`src/sv/cfpc_pkg.sv`:
```
// types and constants shared by the cooling fan pwm controller
// no dependencies
`default_nettype none

package cfpc_pkg;

    localparam int TEMP_W = 11;
    localparam int DUTY_W = 5;
    localparam int DIFF_W = TEMP_W + 1;
    localparam int CFG_IDX_W = 2;
    localparam int CFG_DATA_W = TEMP_W;

    localparam logic CMD_SAMPLE = 1'b0;
    localparam logic CMD_TICK   = 1'b1;

    localparam logic [CFG_IDX_W-1:0] REG_SENSOR_ENABLE     = 2'd0;
    localparam logic [CFG_IDX_W-1:0] REG_PROPORTIONAL_MODE = 2'd1;
    localparam logic [CFG_IDX_W-1:0] REG_ON_THRESHOLD      = 2'd2;
    localparam logic [CFG_IDX_W-1:0] REG_OFF_THRESHOLD     = 2'd3;

    localparam logic signed [TEMP_W-1:0] ON_THRESHOLD_RESET  = 11'sd368;
    localparam logic signed [TEMP_W-1:0] OFF_THRESHOLD_RESET = 11'sd352;

    // proportional mode: a distance below this gives full duty
    localparam logic signed [DIFF_W-1:0] FULL_DIFF_LIMIT = 12'sd2;

    typedef struct packed {
        logic                     sensor_enable;
        logic                     proportional_mode;
        logic signed [TEMP_W-1:0] on_threshold;
        logic signed [TEMP_W-1:0] off_threshold;
    } t_cfg;

    typedef struct packed {
        logic              fan_on;
        logic [DUTY_W-1:0] duty;
    } t_result;

endpackage

`default_nettype wire

```
`src/sv/cfpc_core.sv`:
```
// duty update and pwm sequencer state of the cooling fan controller
// depends on cfpc_pkg
`default_nettype none

module cfpc_core #(
    parameter int PWM_PERIOD_STEPS = 25
) (
    input  wire logic                              i_clk,
    input  wire logic                              i_rst_n,
    input  wire logic                              i_acc,
    input  wire logic                              i_cmd,
    input  wire logic signed [cfpc_pkg::TEMP_W-1:0] i_temperature,
    input  wire cfpc_pkg::t_cfg                    i_cfg,
    output cfpc_pkg::t_result                      o_res
);
    import cfpc_pkg::*;

    localparam logic [DUTY_W-1:0] LP_FULL = DUTY_W'(PWM_PERIOD_STEPS);
    localparam logic signed [DIFF_W-1:0] LP_DIFF_MAX = DIFF_W'(PWM_PERIOD_STEPS - 2);

    logic [DUTY_W-1:0] r_duty, n_duty;
    logic              r_phase, n_phase;
    logic [DUTY_W-1:0] r_ticks, n_ticks;
    logic              r_drive, n_drive;

    logic                     s_set;
    logic [DUTY_W-1:0]        s_dval;
    logic signed [DIFF_W-1:0] s_diff;

    assign s_diff = DIFF_W'(i_cfg.on_threshold) - DIFF_W'(i_temperature);

    always_comb begin
        s_set  = 1'b0;
        s_dval = r_duty;
        if (i_cfg.sensor_enable) begin
            if (!i_cfg.proportional_mode) begin
                // off wins when both thresholds hold
                if (i_temperature <= i_cfg.off_threshold) begin
                    s_set  = 1'b1;
                    s_dval = '0;
                end else if (i_temperature >= i_cfg.on_threshold) begin
                    s_set  = 1'b1;
                    s_dval = LP_FULL;
                end
            end else begin
                s_set = 1'b1;
                if (s_diff < FULL_DIFF_LIMIT) begin
                    s_dval = LP_FULL;
                end else if (s_diff > LP_DIFF_MAX) begin
                    s_dval = '0;
                end else begin
                    s_dval = LP_FULL - s_diff[DUTY_W-1:0];
                end
            end
        end
    end

    always_comb begin
        n_duty  = r_duty;
        n_phase = r_phase;
        n_ticks = r_ticks;
        n_drive = r_drive;
        if (i_cmd == CMD_SAMPLE) begin
            if (s_set) begin
                n_duty = s_dval;
                if (s_dval == '0) begin
                    n_drive = 1'b0;
                end else if (s_dval >= LP_FULL) begin
                    n_drive = 1'b1;
                end
            end
        end else begin
            if (r_duty == '0) begin
                n_drive = 1'b0;
            end else if (r_duty >= LP_FULL) begin
                n_drive = 1'b1;
            end else if (r_ticks == '0) begin
                if (!r_phase) begin
                    n_phase = 1'b1;
                    n_drive = 1'b1;
                    n_ticks = r_duty - DUTY_W'(1);
                end else begin
                    n_phase = 1'b0;
                    n_drive = 1'b0;
                    n_ticks = LP_FULL - r_duty - DUTY_W'(1);
                end
            end else begin
                n_ticks = r_ticks - DUTY_W'(1);
            end
        end
    end

    always_ff @(posedge i_clk) begin
        if (!i_rst_n) begin
            r_duty  <= '0;
            r_phase <= 1'b0;
            r_ticks <= '0;
            r_drive <= 1'b0;
        end else if (i_acc) begin
            r_duty  <= n_duty;
            r_phase <= n_phase;
            r_ticks <= n_ticks;
            r_drive <= n_drive;
        end
    end

    assign o_res.fan_on = n_drive;
    assign o_res.duty   = n_duty;

endmodule

`default_nettype wire

```
`src/sv/cooling_fan_pwm_controller_top.sv`:
```
// cooling fan pwm controller: top level with config registers and output buffer
// depends on cfpc_pkg and cfpc_core
//
// usage
//   input channel: i_valid / o_stall carrying i_cmd and i_temperature. cmd 0 is a
//   coolant temperature sample, cmd 1 is one pwm tick. every item gives one result.
//   output channel: o_valid / i_stall carrying o_fan_on and o_duty, the fan drive
//   level and duty after that item.
//   config: i_cfg_we writes i_cfg_data into register i_cfg_idx (sensor enable,
//   proportional mode, on threshold, off threshold); write only while idle.
//   timing: the result is registered in the output register, or in the skid
//   entry if the output is stalled; one item per cycle is sustained while i_stall
//   is low, set by the single registered update of the duty and sequencer state.
//   reset: synchronous, active low; clears the pwm state, output buffer and
//   loads the default thresholds. a two-entry output buffer holds results while
//   i_stall is high; o_stall rises once both entries are full.
`default_nettype none

module cooling_fan_pwm_controller_top #(
    parameter int PWM_PERIOD_STEPS = 25
) (
    input  wire logic                                i_clk,
    input  wire logic                                i_rst_n,
    input  wire logic                                i_cfg_we,
    input  wire logic [cfpc_pkg::CFG_IDX_W-1:0]      i_cfg_idx,
    input  wire logic [cfpc_pkg::CFG_DATA_W-1:0]     i_cfg_data,
    input  wire logic                                i_valid,
    output logic                                     o_stall,
    input  wire logic                                i_cmd,
    input  wire logic signed [cfpc_pkg::TEMP_W-1:0]  i_temperature,
    output logic                                     o_valid,
    input  wire logic                                i_stall,
    output logic                                     o_fan_on,
    output logic [cfpc_pkg::DUTY_W-1:0]              o_duty
);
    import cfpc_pkg::*;

    t_cfg    r_cfg;
    t_result s_res;
    t_result r_out, r_skid;
    logic    r_out_valid, r_skid_valid;
    logic    s_in_acc, s_out_take;

    assign o_stall    = r_skid_valid;
    assign s_in_acc   = i_valid && !r_skid_valid;
    assign s_out_take = r_out_valid && !i_stall;

    always_ff @(posedge i_clk) begin
        if (!i_rst_n) begin
            r_cfg.sensor_enable     <= 1'b0;
            r_cfg.proportional_mode <= 1'b0;
            r_cfg.on_threshold      <= ON_THRESHOLD_RESET;
            r_cfg.off_threshold     <= OFF_THRESHOLD_RESET;
        end else if (i_cfg_we) begin
            case (i_cfg_idx)
                REG_SENSOR_ENABLE:     r_cfg.sensor_enable     <= i_cfg_data[0];
                REG_PROPORTIONAL_MODE: r_cfg.proportional_mode <= i_cfg_data[0];
                REG_ON_THRESHOLD:      r_cfg.on_threshold      <= i_cfg_data;
                REG_OFF_THRESHOLD:     r_cfg.off_threshold     <= i_cfg_data;
                default: ;
            endcase
        end
    end

    cfpc_core #(
        .PWM_PERIOD_STEPS(PWM_PERIOD_STEPS)
    ) u_core (
        .i_clk        (i_clk),
        .i_rst_n      (i_rst_n),
        .i_acc        (s_in_acc),
        .i_cmd        (i_cmd),
        .i_temperature(i_temperature),
        .i_cfg        (r_cfg),
        .o_res        (s_res)
    );

    // output buffer: main register plus skid entry
    always_ff @(posedge i_clk) begin
        if (!i_rst_n) begin
            r_out_valid  <= 1'b0;
            r_skid_valid <= 1'b0;
        end else if (r_skid_valid) begin
            if (s_out_take) begin
                r_skid_valid <= 1'b0;
            end
        end else if (s_in_acc) begin
            if (r_out_valid && !s_out_take) begin
                r_skid_valid <= 1'b1;
            end else begin
                r_out_valid <= 1'b1;
            end
        end else if (s_out_take) begin
            r_out_valid <= 1'b0;
        end
    end

    always_ff @(posedge i_clk) begin
        if (r_skid_valid) begin
            if (s_out_take) begin
                r_out <= r_skid;
            end
        end else if (s_in_acc) begin
            if (r_out_valid && !s_out_take) begin
                r_skid <= s_res;
            end else begin
                r_out <= s_res;
            end
        end
    end

    assign o_valid  = r_out_valid;
    assign o_fan_on = r_out.fan_on;
    assign o_duty   = r_out.duty;

endmodule

`default_nettype wire

```
`config.mk`:
```
export PLATFORM = sky130hd
export DESIGN_NAME = cooling_fan_pwm_controller_top
export DESIGN_NICKNAME = d
export VERILOG_FILES = /design/src/sv/cfpc_pkg.sv /design/src/sv/cfpc_core.sv /design/src/sv/cooling_fan_pwm_controller_top.sv
export SDC_FILE = /design/constraint.sdc
export NUM_CORES = 1
export LEC_CHECK = 0
export BUFFER_PORTS_ARGS = -buffer_cell sky130_fd_sc_hd__buf_2
export CAP_MARGIN = 20
export CORE_MARGIN = 8
export CORE_UTILIZATION = 50
export DETAILED_ROUTE_END_ITERATION = 12
export HOLD_SLACK_MARGIN = 0.12
export PLACE_DENSITY = 0.7
export SYNTH_ARGS = -nofsm -noshare
export SYNTH_HDL_FRONTEND = slang
export SYNTH_SLANG_ARGS = --single-unit
```
`constraint.sdc`:
```
create_clock -name i_clk -period 3.87 [get_ports i_clk]
set_input_delay 0.5805 -clock i_clk [delete_from_list [all_inputs] [get_ports i_clk]]
set_output_delay 0.5805 -clock i_clk [all_outputs]
set_load 0.05 [all_outputs]
```
==> flow_metrics.py, run 1 <==
metrics = {
    "sta": {
        "slew_headroom_pct": 34.3,
        "finalCritPeriodShare_pct": 84.1,
        "worst-slew-pin-transition_ns": 0.985,
        "skew_ns": 0.00824,
        "hold_viol_final": 0,
        "rsz0062_at_grt": "no",
        "fin_crit_ns": 3.26,
        "setup_viol": 0,
        "slew_violations": 0,
        "max_clock_freq_mhz": 307,
        "setup_tns_ns": 0,
    },
    "critical_path": {
        "path_max_fanout": 4,
        "cp-start-kind": "input port",
        "reg2reg_from": "r_cfg[11]",
        "crit_path_start": "i_temperature[0]",
        "crit_path_end_kind": "flop",
        "cp.buffers_inverters": 2,
        "critPathMaxStageDelay_ns": 0.43,
        "path_class": "input port to flop",
        "cp.required_ns": 3.93,
        "cp_num_cells": 13,
        "cp_slowest_cell": "fa_1",
        "r2r_cells": 13,
        "path_cells": "buf_2 > ha_1 > inv_1 > fa_1 > a21o_1 > a21oi_2 > xnor2_1 > nand3_1 > a211o_1 > o211ai_1 > o211ai_2 > o311ai_2 > a32oi_1",
        "crit_arrival_ns": 3.31,
        "cp_top_family": "compound AO/OA/AOI/OAI gates",
    },
    "yosys": {
        "async_flop_share_pct": 0,
        "ys_ff_latch": 50,
        "syn_avg_cell_area_um2": 8.41,
        "synth_cells": 411,
        "yosysWarnings": 0,
        "seq_area_frac_synth_pct": 32.4,
        "syn-num-nets": 469,
        "synth_ff_type": "dfxtp_1",
        "synth-edff-count": 12,
        "netlist-cell-type-count": 72,
        "syn_area_um2": 3460,
    },
    "layout": {
        "fin_cells": 521,
        "layout_common_cells": "62 x nand2_1, 47 x inv_1, 38 x dfxtp_1",
        "syn2layout_area_growth_pct": 8.87,
        "drive_above_1_share_pct": 17.5,
        "mostFrequentLayoutCell": "nand2_1",
        "final_core_util_pct": 55.7,
        "fill_cells": 666,
        "diodes": 0,
        "nNetsFinal": 498,
    },
    "pwr": {
        "p_per_area_nw_per_um2": 352,
        "irDropWorstVdd_mv": 0.177,
        "p_leak_uw": 0.00157,
    },
    "detailed_routing": {
        "drt-pass1-iter-count": 4,
        "drtIter0Drc": 136,
        "postRouteAntennaNets": 0,
        "drc": 0,
        "finalWirelength_mm": 7.90,
        "routedWlPerCell_um": 15.2,
        "vias_per_cell": 5.66,
        "vias": 2948,
    },
    "die": {
        "die_w_um": 99.1,
        "io_pins": 38,
        "initial_core_util_pct": 51.1,
        "core_um2": 6760,
        "rows": 30,
        "dieHeight_um": 99.1,
        "dieArea_um2": 9830,
    },
    "place": {
        "io_buffers": 37,
        "hpwlAfterDp_mm": 6.24,
        "dp.cells": 513,
        "place_congestion": 0.919,
    },
    "clock_network": {
        "cts_resized": 0,
        "cts.sinks": 50,
        "cts_root_buf": "clkbuf_8",
        "cts_tree": "done",
        "clock_latency_ns": 0.31,
        "cts.reportedPaths.clkPinSlew_ns": 0.11,
        "ctsHoldBuffers": 0,
        "htreeDepth": 2,
        "numCtsBuffers": 5,
        "clock_path_buffers": 2,
        "post_cts_buffers": 0,
    },
    "grt": {
        "grt_overflow_total": 0,
        "busiest_layer": "met2",
        "met3_usage_pct": 2.79,
        "antenna_found_initial": 0,
        "grt_max_degree": 30,
        "grt_use_met2_pct": 26.6,
        "grt_usage_pct": 16.5,
        "grt_pass1_wl_mm": 13.5,
        "grtUsageMet1_pct": 22.1,
        "grt_pass1_vias": 2873,
    },
    "worst_hold_path": {
        "holdCritStartpoint": "r_cfg[4]",
        "whs_path_depth": 2,
        "holdCritPathClass": "flop to flop",
    },
    "outcome": {
        "status": "finished, final reports clean",
    },
    "job": {
        "cap_violations": 0,
    },
}
[power by group]
part | switching [µW] | internal, µW | leakage (µW)
Clock | 204 | 136 | 0.0000506
Sequential | 24.6 | 569 | 0.000427
Combinational | 243 | 149 | 0.00109
[stage by stage]
step / total power (µW) / instance area [µm²] / hold slack (ns) / worst slack [ns]
final: 1320 / 3760 / 0.459 / 0.615
after global routing: 1390 / 3760 / 0.490 / 0.375
after CTS: 1330 / 3760 / 0.464 / 0.649
after detailed placement: 993 / 3660 / 0.448 / 0.364
after global placement: 985 / 3660 / 0.444 / 0.468
after floorplan: 908 / 3460 / 0.436 / 0.712
[final timing paths]
kind              end  slack (ns)
max          o_fan_on        0.61
min          r_cfg[4]        0.46
max reg2reg  o_fan_on        0.61
min reg2reg  r_cfg[4]        0.46
[Yosys cell counts (4+ instances only)]
library cell	number	area share, %
dfxtp_1	38	22
nand2b_1	5	0.91
nor3_1	8	1.2
edfxtp_1	12	10
nor2_1	28	3.0
mux2_2	4	1.3
nor2b_1	4	0.72
a21oi_1	35	5.1
nand2_1	62	6.7
xnor2_1	6	1.5
nand3_1	12	1.7
clkbuf_1	10	1.1
a21o_1	4	0.87
nand4_1	6	1.1
o211ai_1	6	1.3
xor2_1	4	1.0
ha_1	27	9.8
o21ai_0	10	1.4
inv_1	47	5.1
a211oi_1	5	1.1
[area by class of cell]
type	instances	area (µm²)	share of cell area (%)
multi-input combinational	299	2080	55.3
sequential	50	1120	29.8
timing repair buffer	37	185	4.92
inverter	47	176	4.69
tap	80	100	2.66
clock buffer	5	68.8	1.83
clock inverter	3	28.8	0.765
[cells by family (layout without fill, tap and decap cells)]
group           count (synthesis)  count (layout)  synth area share, %
xor+xnor                       10              10                 2.53
compound gates                105             105                 23.7
mux                             7               7                 2.17
buf+inv                        62              92                 7.31
flops                          50              50                 32.4
simple gates                  148             148                 21.2
fa+ha+maj                      29              29                 10.6
[sequential cells by signal, indices dropped and copies added (netlist names)]
name	count
o_duty	5
o_fan_on	1
o_stall	1
o_valid	1
r_cfg	24
r_skid	6
u_core.r_drive	1
u_core.r_duty	5
u_core.r_phase	1
u_core.r_ticks	5
[worst min-delay path, cell delays in order, from the launching register on]
cell	delay, ns
dfxtp_1	0.32
nand2_1	0.05
a21oi_1	0.05
[per-layer routing]
layer  vias to the layer above  part of all wire (%)
met5                         -                     0
met4                         0                   1.2
met3                         8                   4.1
met2                        56                    45
met1                      1362                    49
li1                       1522                     -
(Power assumes the default switching activity.)
==> run 2: changes to the inputs <==
- PLACE_DENSITY: 0.7 -> 0.72
- clock period: 3.87 -> 2.74 ns (I/O delays scaled with it)
==> run 2 against run 1 <==
Effect of this change: the flow now finishes with violations (setup timing); worst setup slack got worse by 0.97 ns; die area unchanged; hold slack got worse by 0.12 ns; flip-flop and latch count unchanged; design area increased by 19%; largest power group unchanged; largest cell class unchanged; critical path type is now flop to flop; sequential power increased by 42%; critical endpoint unchanged; highest routed layer unchanged.
==> flow_metrics.py, run 2 (synthesis gave the netlist of run 1 again) <==
metrics = {
    "worst_hold_path": {
        "holdCritPathClass": "input port to flop",
    },
    "grt": {
        "grt_pass1_vias": 3218,
        "grt_max_degree": 30,
        "grt_overflow_total": 0,
        "antenna_found_initial": 0,
        "grt_usage_pct": 18.4,
        "grt_pass1_wl_mm": 15.0,
    },
    "critical_path": {
        "path_max_fanout": 5,
        "cp.required_ns": 2.81,
        "cp-start-kind": "flop",
        "crit_path_end_kind": "flop",
        "path_class": "flop to flop",
        "crit_arrival_ns": 3.16,
    },
    "sta": {
        "worst-slew-pin-transition_ns": 0.984,
        "finalCritPeriodShare_pct": 113,
        "finalWorstSetupSlack_ns": -0.350,
        "fin_crit_ns": 3.09,
        "max_clock_freq_mhz": 324,
        "rsz0062_at_grt": "yes",
        "hold_viol_final": 0,
        "setup_viol": 17,
        "slew_violations": 0,
        "slew_headroom_pct": 34.3,
        "setup_tns_ns": -3.04,
        "skew_ns": 0.0154,
    },
    "layout": {
        "largest-register": "r_cfg",
        "reg_top3": "r_cfg (24), r_skid (6)",
        "diodes": 0,
        "fin_cells": 580,
        "layout_common_cells": "60 x nand2_1, 51 x buf_4, 45 x inv_1",
        "nNetsFinal": 557,
        "mostFrequentLayoutCell": "nand2_1",
        "drive_above_1_share_pct": 32.8,
        "largest_reg_flops": 24,
        "syn2layout_area_growth_pct": 29.7,
    },
    "die": {
        "io_pins": 38,
        "initial_core_util_pct": 51.1,
        "rows": 30,
        "die_w_um": 99.1,
        "dieHeight_um": 99.1,
        "core_um2": 6760,
        "dieArea_um2": 9830,
    },
    "clock_network": {
        "cts.sinks": 50,
        "clock_latency_ns": 0.32,
        "htreeDepth": 2,
        "numCtsBuffers": 5,
        "clock_path_buffers": 2,
        "cts_root_buf": "clkbuf_8",
        "cts.reportedPaths.clkPinSlew_ns": 0.11,
        "ctsHoldBuffers": 0,
        "cts_tree": "done",
    },
    "outcome": {
        "violations": "setup timing",
        "status": "complete, but fails checks",
    },
    "detailed_routing": {
        "postRouteAntennaNets": 0,
        "vias_per_cell": 5.79,
        "drc": 0,
        "finalWirelength_mm": 9.47,
        "routedWlPerCell_um": 16.3,
        "drt-pass1-iter-count": 4,
        "vias": 3356,
        "drtIter0Drc": 182,
    },
    "pwr": {
        "irDropWorstVdd_mv": 0.263,
        "p_leak_uw": 0.00191,
        "total_power_uw": 2060,
        "p_per_area_nw_per_um2": 459,
    },
    "place": {
        "io_buffers": 37,
        "place_congestion": 0.934,
        "hpwlAfterDp_mm": 6.74,
        "dp.cells": 560,
    },
    "job": {
        "cap_violations": 0,
    },
}
==> run 2: final cells by class <==
cell class / count / area (µm²)
fillers: 538 / 2270
clock buffers: 5 / 68.8
repair buffers: 96 / 667
multi-input cells: 299 / 2320
well taps: 80 / 100
clock inverters: 3 / 28.8
flip-flops and latches: 50 / 1120
inverters: 47 / 176
==> run 2: what timing repair did <==
action | CTS | global route
hold endpoints to repair | 0 | 0
pin swaps | 28 | 8
setup buffers | 6 | 6
setup endpoints to repair | 18 | 18
cloned | 0 | 1
gates resized for setup | 17 | 30
==> run 2: path summary, 6_finish.rpt <==
| path | slack (ns) | start | endpoint | depth (start not counted) |
|---|---|---|---|---|
| setup / recovery | -0.35 | r_cfg[11] | o_fan_on | 15 |
| hold / removal | 0.34 | i_cfg_data[6] | r_cfg[6] | 3 |
| setup reg to reg | -0.35 | r_cfg[11] | o_fan_on | 15 |
| hold reg to reg | 0.46 | r_cfg[9] | r_cfg[9] | 2 |
==> run 2: routing by layer <==
layer | wire (µm) | track usage [%] | up-vias
met1 | 4340 | 23.9 | 1604
met4 | 193 | 6.98 | 0
met5 | 0 | 0 | -
met2 | 4520 | 29.7 | 95
met3 | 415 | 3.21 | 24
li1 | - | - | 1633
==> run 2: per-stage QoR <==
step | setup slack, ns | cell area (µm²) | util, % | hold slack [ns]
finish | -0.350 | 4480 | 66.3 | 0.337
global route | -0.443 | 4480 | 66.3 | 0.341
CTS | -0.266 | 4280 | 63.4 | 0.329
detailed placement | -0.476 | 4060 | 60.1 | 0.448
global placement | -0.392 | 4060 | 60.1 | 0.444
floorplan | -0.0682 | 3500 | - | 0.436
==> run 2: worst max-delay path, cell delays in order (launching register included) <==
cell      delay, ns
dfxtp_2        0.35
inv_2          0.07
ha_4           0.13
inv_2          0.04
fa_2           0.38
a21oi_4        0.18
o221a_4        0.24
buf_6          0.10
nor2_1         0.05
nor4_4         0.20
nor4_4         0.08
buf_6          0.15
a31oi_4        0.22
o211ai_1       0.15
o311ai_2       0.36
a32oi_1        0.15
==> run 2: power breakdown <==
group	switching (µW)	leakage (µW)	internal, µW	total [µW]
Combinational	414	0.00143	328	743
Clock	283	0.0000502	190	473
Sequential	38.3	0.000427	803	842
Total	736	0.00191	1320	2060
==> run 3: changes to the inputs <==
- MAX_ROUTING_LAYER: default -> met4
==> run 3 against run 2 <==
Effect of this change: the flow still finishes with violations (setup timing); combinational power grew 5.8%; critical path depth shrank 2; design area grew 3.1%; count of clock-buffer cells in the layout is the same; critical path type unchanged; highest routed layer unchanged.
==> flow_metrics.py, run 3 (synthesis gave the netlist of run 1 again) <==
metrics = {
    "sta": {
        "max_clock_freq_mhz": 320,
        "fin_crit_ns": 3.13,
        "setup_viol": 18,
        "worst-slew-pin-transition_ns": 0.647,
        "finalWorstSetupSlack_ns": -0.388,
        "slew_headroom_pct": 56.4,
        "skew_ns": 0.0148,
        "finalCritPeriodShare_pct": 114,
        "hold_viol_final": 0,
        "rsz0062_at_grt": "yes",
        "slew_violations": 0,
    },
    "layout": {
        "layout_common_cells": "59 x nand2_1, 54 x buf_4, 45 x inv_1",
        "largest-register": "r_cfg",
        "drive_above_1_share_pct": 34.9,
        "syn2layout_area_growth_pct": 33.7,
        "mostFrequentLayoutCell": "nand2_1",
        "largest_reg_flops": 24,
        "nNetsFinal": 561,
        "final_area_um2": 4620,
        "diodes": 0,
        "final_core_util_pct": 68.4,
        "reg_top3": "r_cfg (24), r_skid (6)",
    },
    "job": {
        "cap_violations": 0,
    },
    "clock_network": {
        "clock_path_buffers": 2,
        "clock_latency_ns": 0.32,
        "cts_tree": "done",
        "htreeDepth": 2,
        "cts_root_buf": "clkbuf_8",
        "ctsHoldBuffers": 0,
        "cts.reportedPaths.clkPinSlew_ns": 0.11,
        "numCtsBuffers": 5,
        "cts.sinks": 50,
    },
    "pwr": {
        "p_per_area_nw_per_um2": 455,
        "seq_power_share_pct": 40.0,
        "netSwitchingFraction_pct": 36.1,
        "p_int_uw": 1340,
        "p_leak_uw": 0.00196,
        "pwr-share-clk_pct": 22.6,
        "p_switching_uw": 759,
        "comb_power_share_pct": 37.4,
        "irDropWorstVdd_mv": 0.271,
    },
    "detailed_routing": {
        "finalWirelength_mm": 9.85,
        "postRouteAntennaNets": 0,
        "vias": 3357,
        "routedWlPerCell_um": 16.9,
        "drt-pass1-iter-count": 4,
        "drtIter0Drc": 232,
        "vias_per_cell": 5.75,
        "drc": 0,
    },
    "critical_path": {
        "path_class": "flop to flop",
        "critPathMaxStageDelay_ns": 0.51,
        "r2r_cells": 13,
        "path_cells": "inv_2 > ha_4 > inv_2 > fa_2 > a21oi_4 > o221a_4 > o21ai_4 > o311ai_4 > buf_6 > o21ai_0 > o211ai_1 > o311ai_4 > a32oi_1",
        "cp.required_ns": 2.80,
        "cp-start-kind": "flop",
        "path_max_fanout": 3,
        "crit_arrival_ns": 3.19,
        "reg2reg_from": "r_cfg[11]",
        "rrSetupSlack_ns": -0.39,
        "reg2reg_to": "o_fan_on",
        "crit_path_end_kind": "flop",
        "cp_slowest_cell": "o21ai_0",
    },
    "grt": {
        "grt_usage_pct": 19.8,
        "grt_max_degree": 19,
        "antenna_found_initial": 0,
        "grt_overflow_total": 0,
        "grt_pass1_wl_mm": 15.6,
        "grt_pass1_vias": 3344,
    },
    "die": {
        "dieHeight_um": 99.1,
        "rows": 30,
        "io_pins": 38,
        "die_w_um": 99.1,
        "dieArea_um2": 9830,
        "initial_core_util_pct": 51.1,
        "core_um2": 6760,
    },
    "place": {
        "place_area_um2": 4070,
        "place_congestion": 0.919,
        "hpwlAfterDp_mm": 6.95,
        "pre_cts_slack_ns": -0.517,
        "io_buffers": 37,
    },
    "worst_hold_path": {
        "whs_path_depth": 3,
        "holdCritPathClass": "input port to flop",
        "worstHoldEndpoint": "r_cfg[17]",
        "holdCritStartpoint": "i_cfg_data[6]",
    },
    "outcome": {
        "status": "complete, but fails checks",
        "violations": "setup timing",
    },
}
## run 3: changes by cell type in the layout (fill, tap and decap cells not counted), sizes merged
| cell | delta |
|---|---|
| buf | +4 |
## run 3: cell type report
type                       instances  area [µm²]
multi-input combinational        299        2430
fill                             519        2130
sequential                        50        1120
timing repair buffer             100         696
inverter                          47         176
tap                               80         100
clock buffer                       5        68.8
clock inverter                     3        28.8
## run 3: power groups by stage
| stage | combinational (µW) | sequential (µW) | clock (µW) |
|---|---|---|---|
| after floorplan | 407 | 885 | 0 |
| after global placement | 624 | 853 | 0 |
| after detailed placement | 645 | 855 | 0 |
| after CTS | 689 | 838 | 479 |
| after global routing | 854 | 848 | 504 |
| final | 786 | 842 | 476 |
## run 3: what timing repair did
item	4_1_cts	5_1_grt
pin swaps	22	17
setup buffers	9	7
endpoints found under the setup margin	18	18
gates cloned	0	0
resized for setup	22	46
## run 3: layer usage
layer | up-vias | global-route usage (%) | wire, µm
li1 | 1638 | - | -
met1 | 1580 | 24.8 | 4510
met2 | 113 | 31.2 | 4620
met3 | 26 | 2.51 | 430
met4 | 0 | 8.96 | 288
met5 | - | - | 0
## run 3: worst max-delay path, delay by kind of cell, from the launching register on
kind            cells  cell delay, ns
compound gates      8            1.86
fa+ha+maj           2            0.41
buf+inv             3            0.26
flops               1            0.36
## run 3: worst max path at each step
stage                     slack [ns]        to              from
after detailed placement       -0.52  o_fan_on  i_temperature[0]
final                          -0.39  o_fan_on         r_cfg[11]
after CTS                      -0.26  o_fan_on         r_cfg[11]
after global routing           -0.48  o_fan_on         r_cfg[11]
after floorplan                -0.07  o_fan_on  i_temperature[0]
after global placement         -0.39  o_fan_on  i_temperature[4]
## run 3: stage by stage
step	power [µW]	std cells	hold slack, ns	TNS, ns
after floorplan	1290	411	0.436	-0.0993
after global placement	1480	562	0.444	-4.19
after detailed placement	1500	562	0.448	-6.14
after CTS	2010	578	0.322	-1.26
after global routing	2210	584	0.336	-5.13
final	2100	584	0.332	-3.42
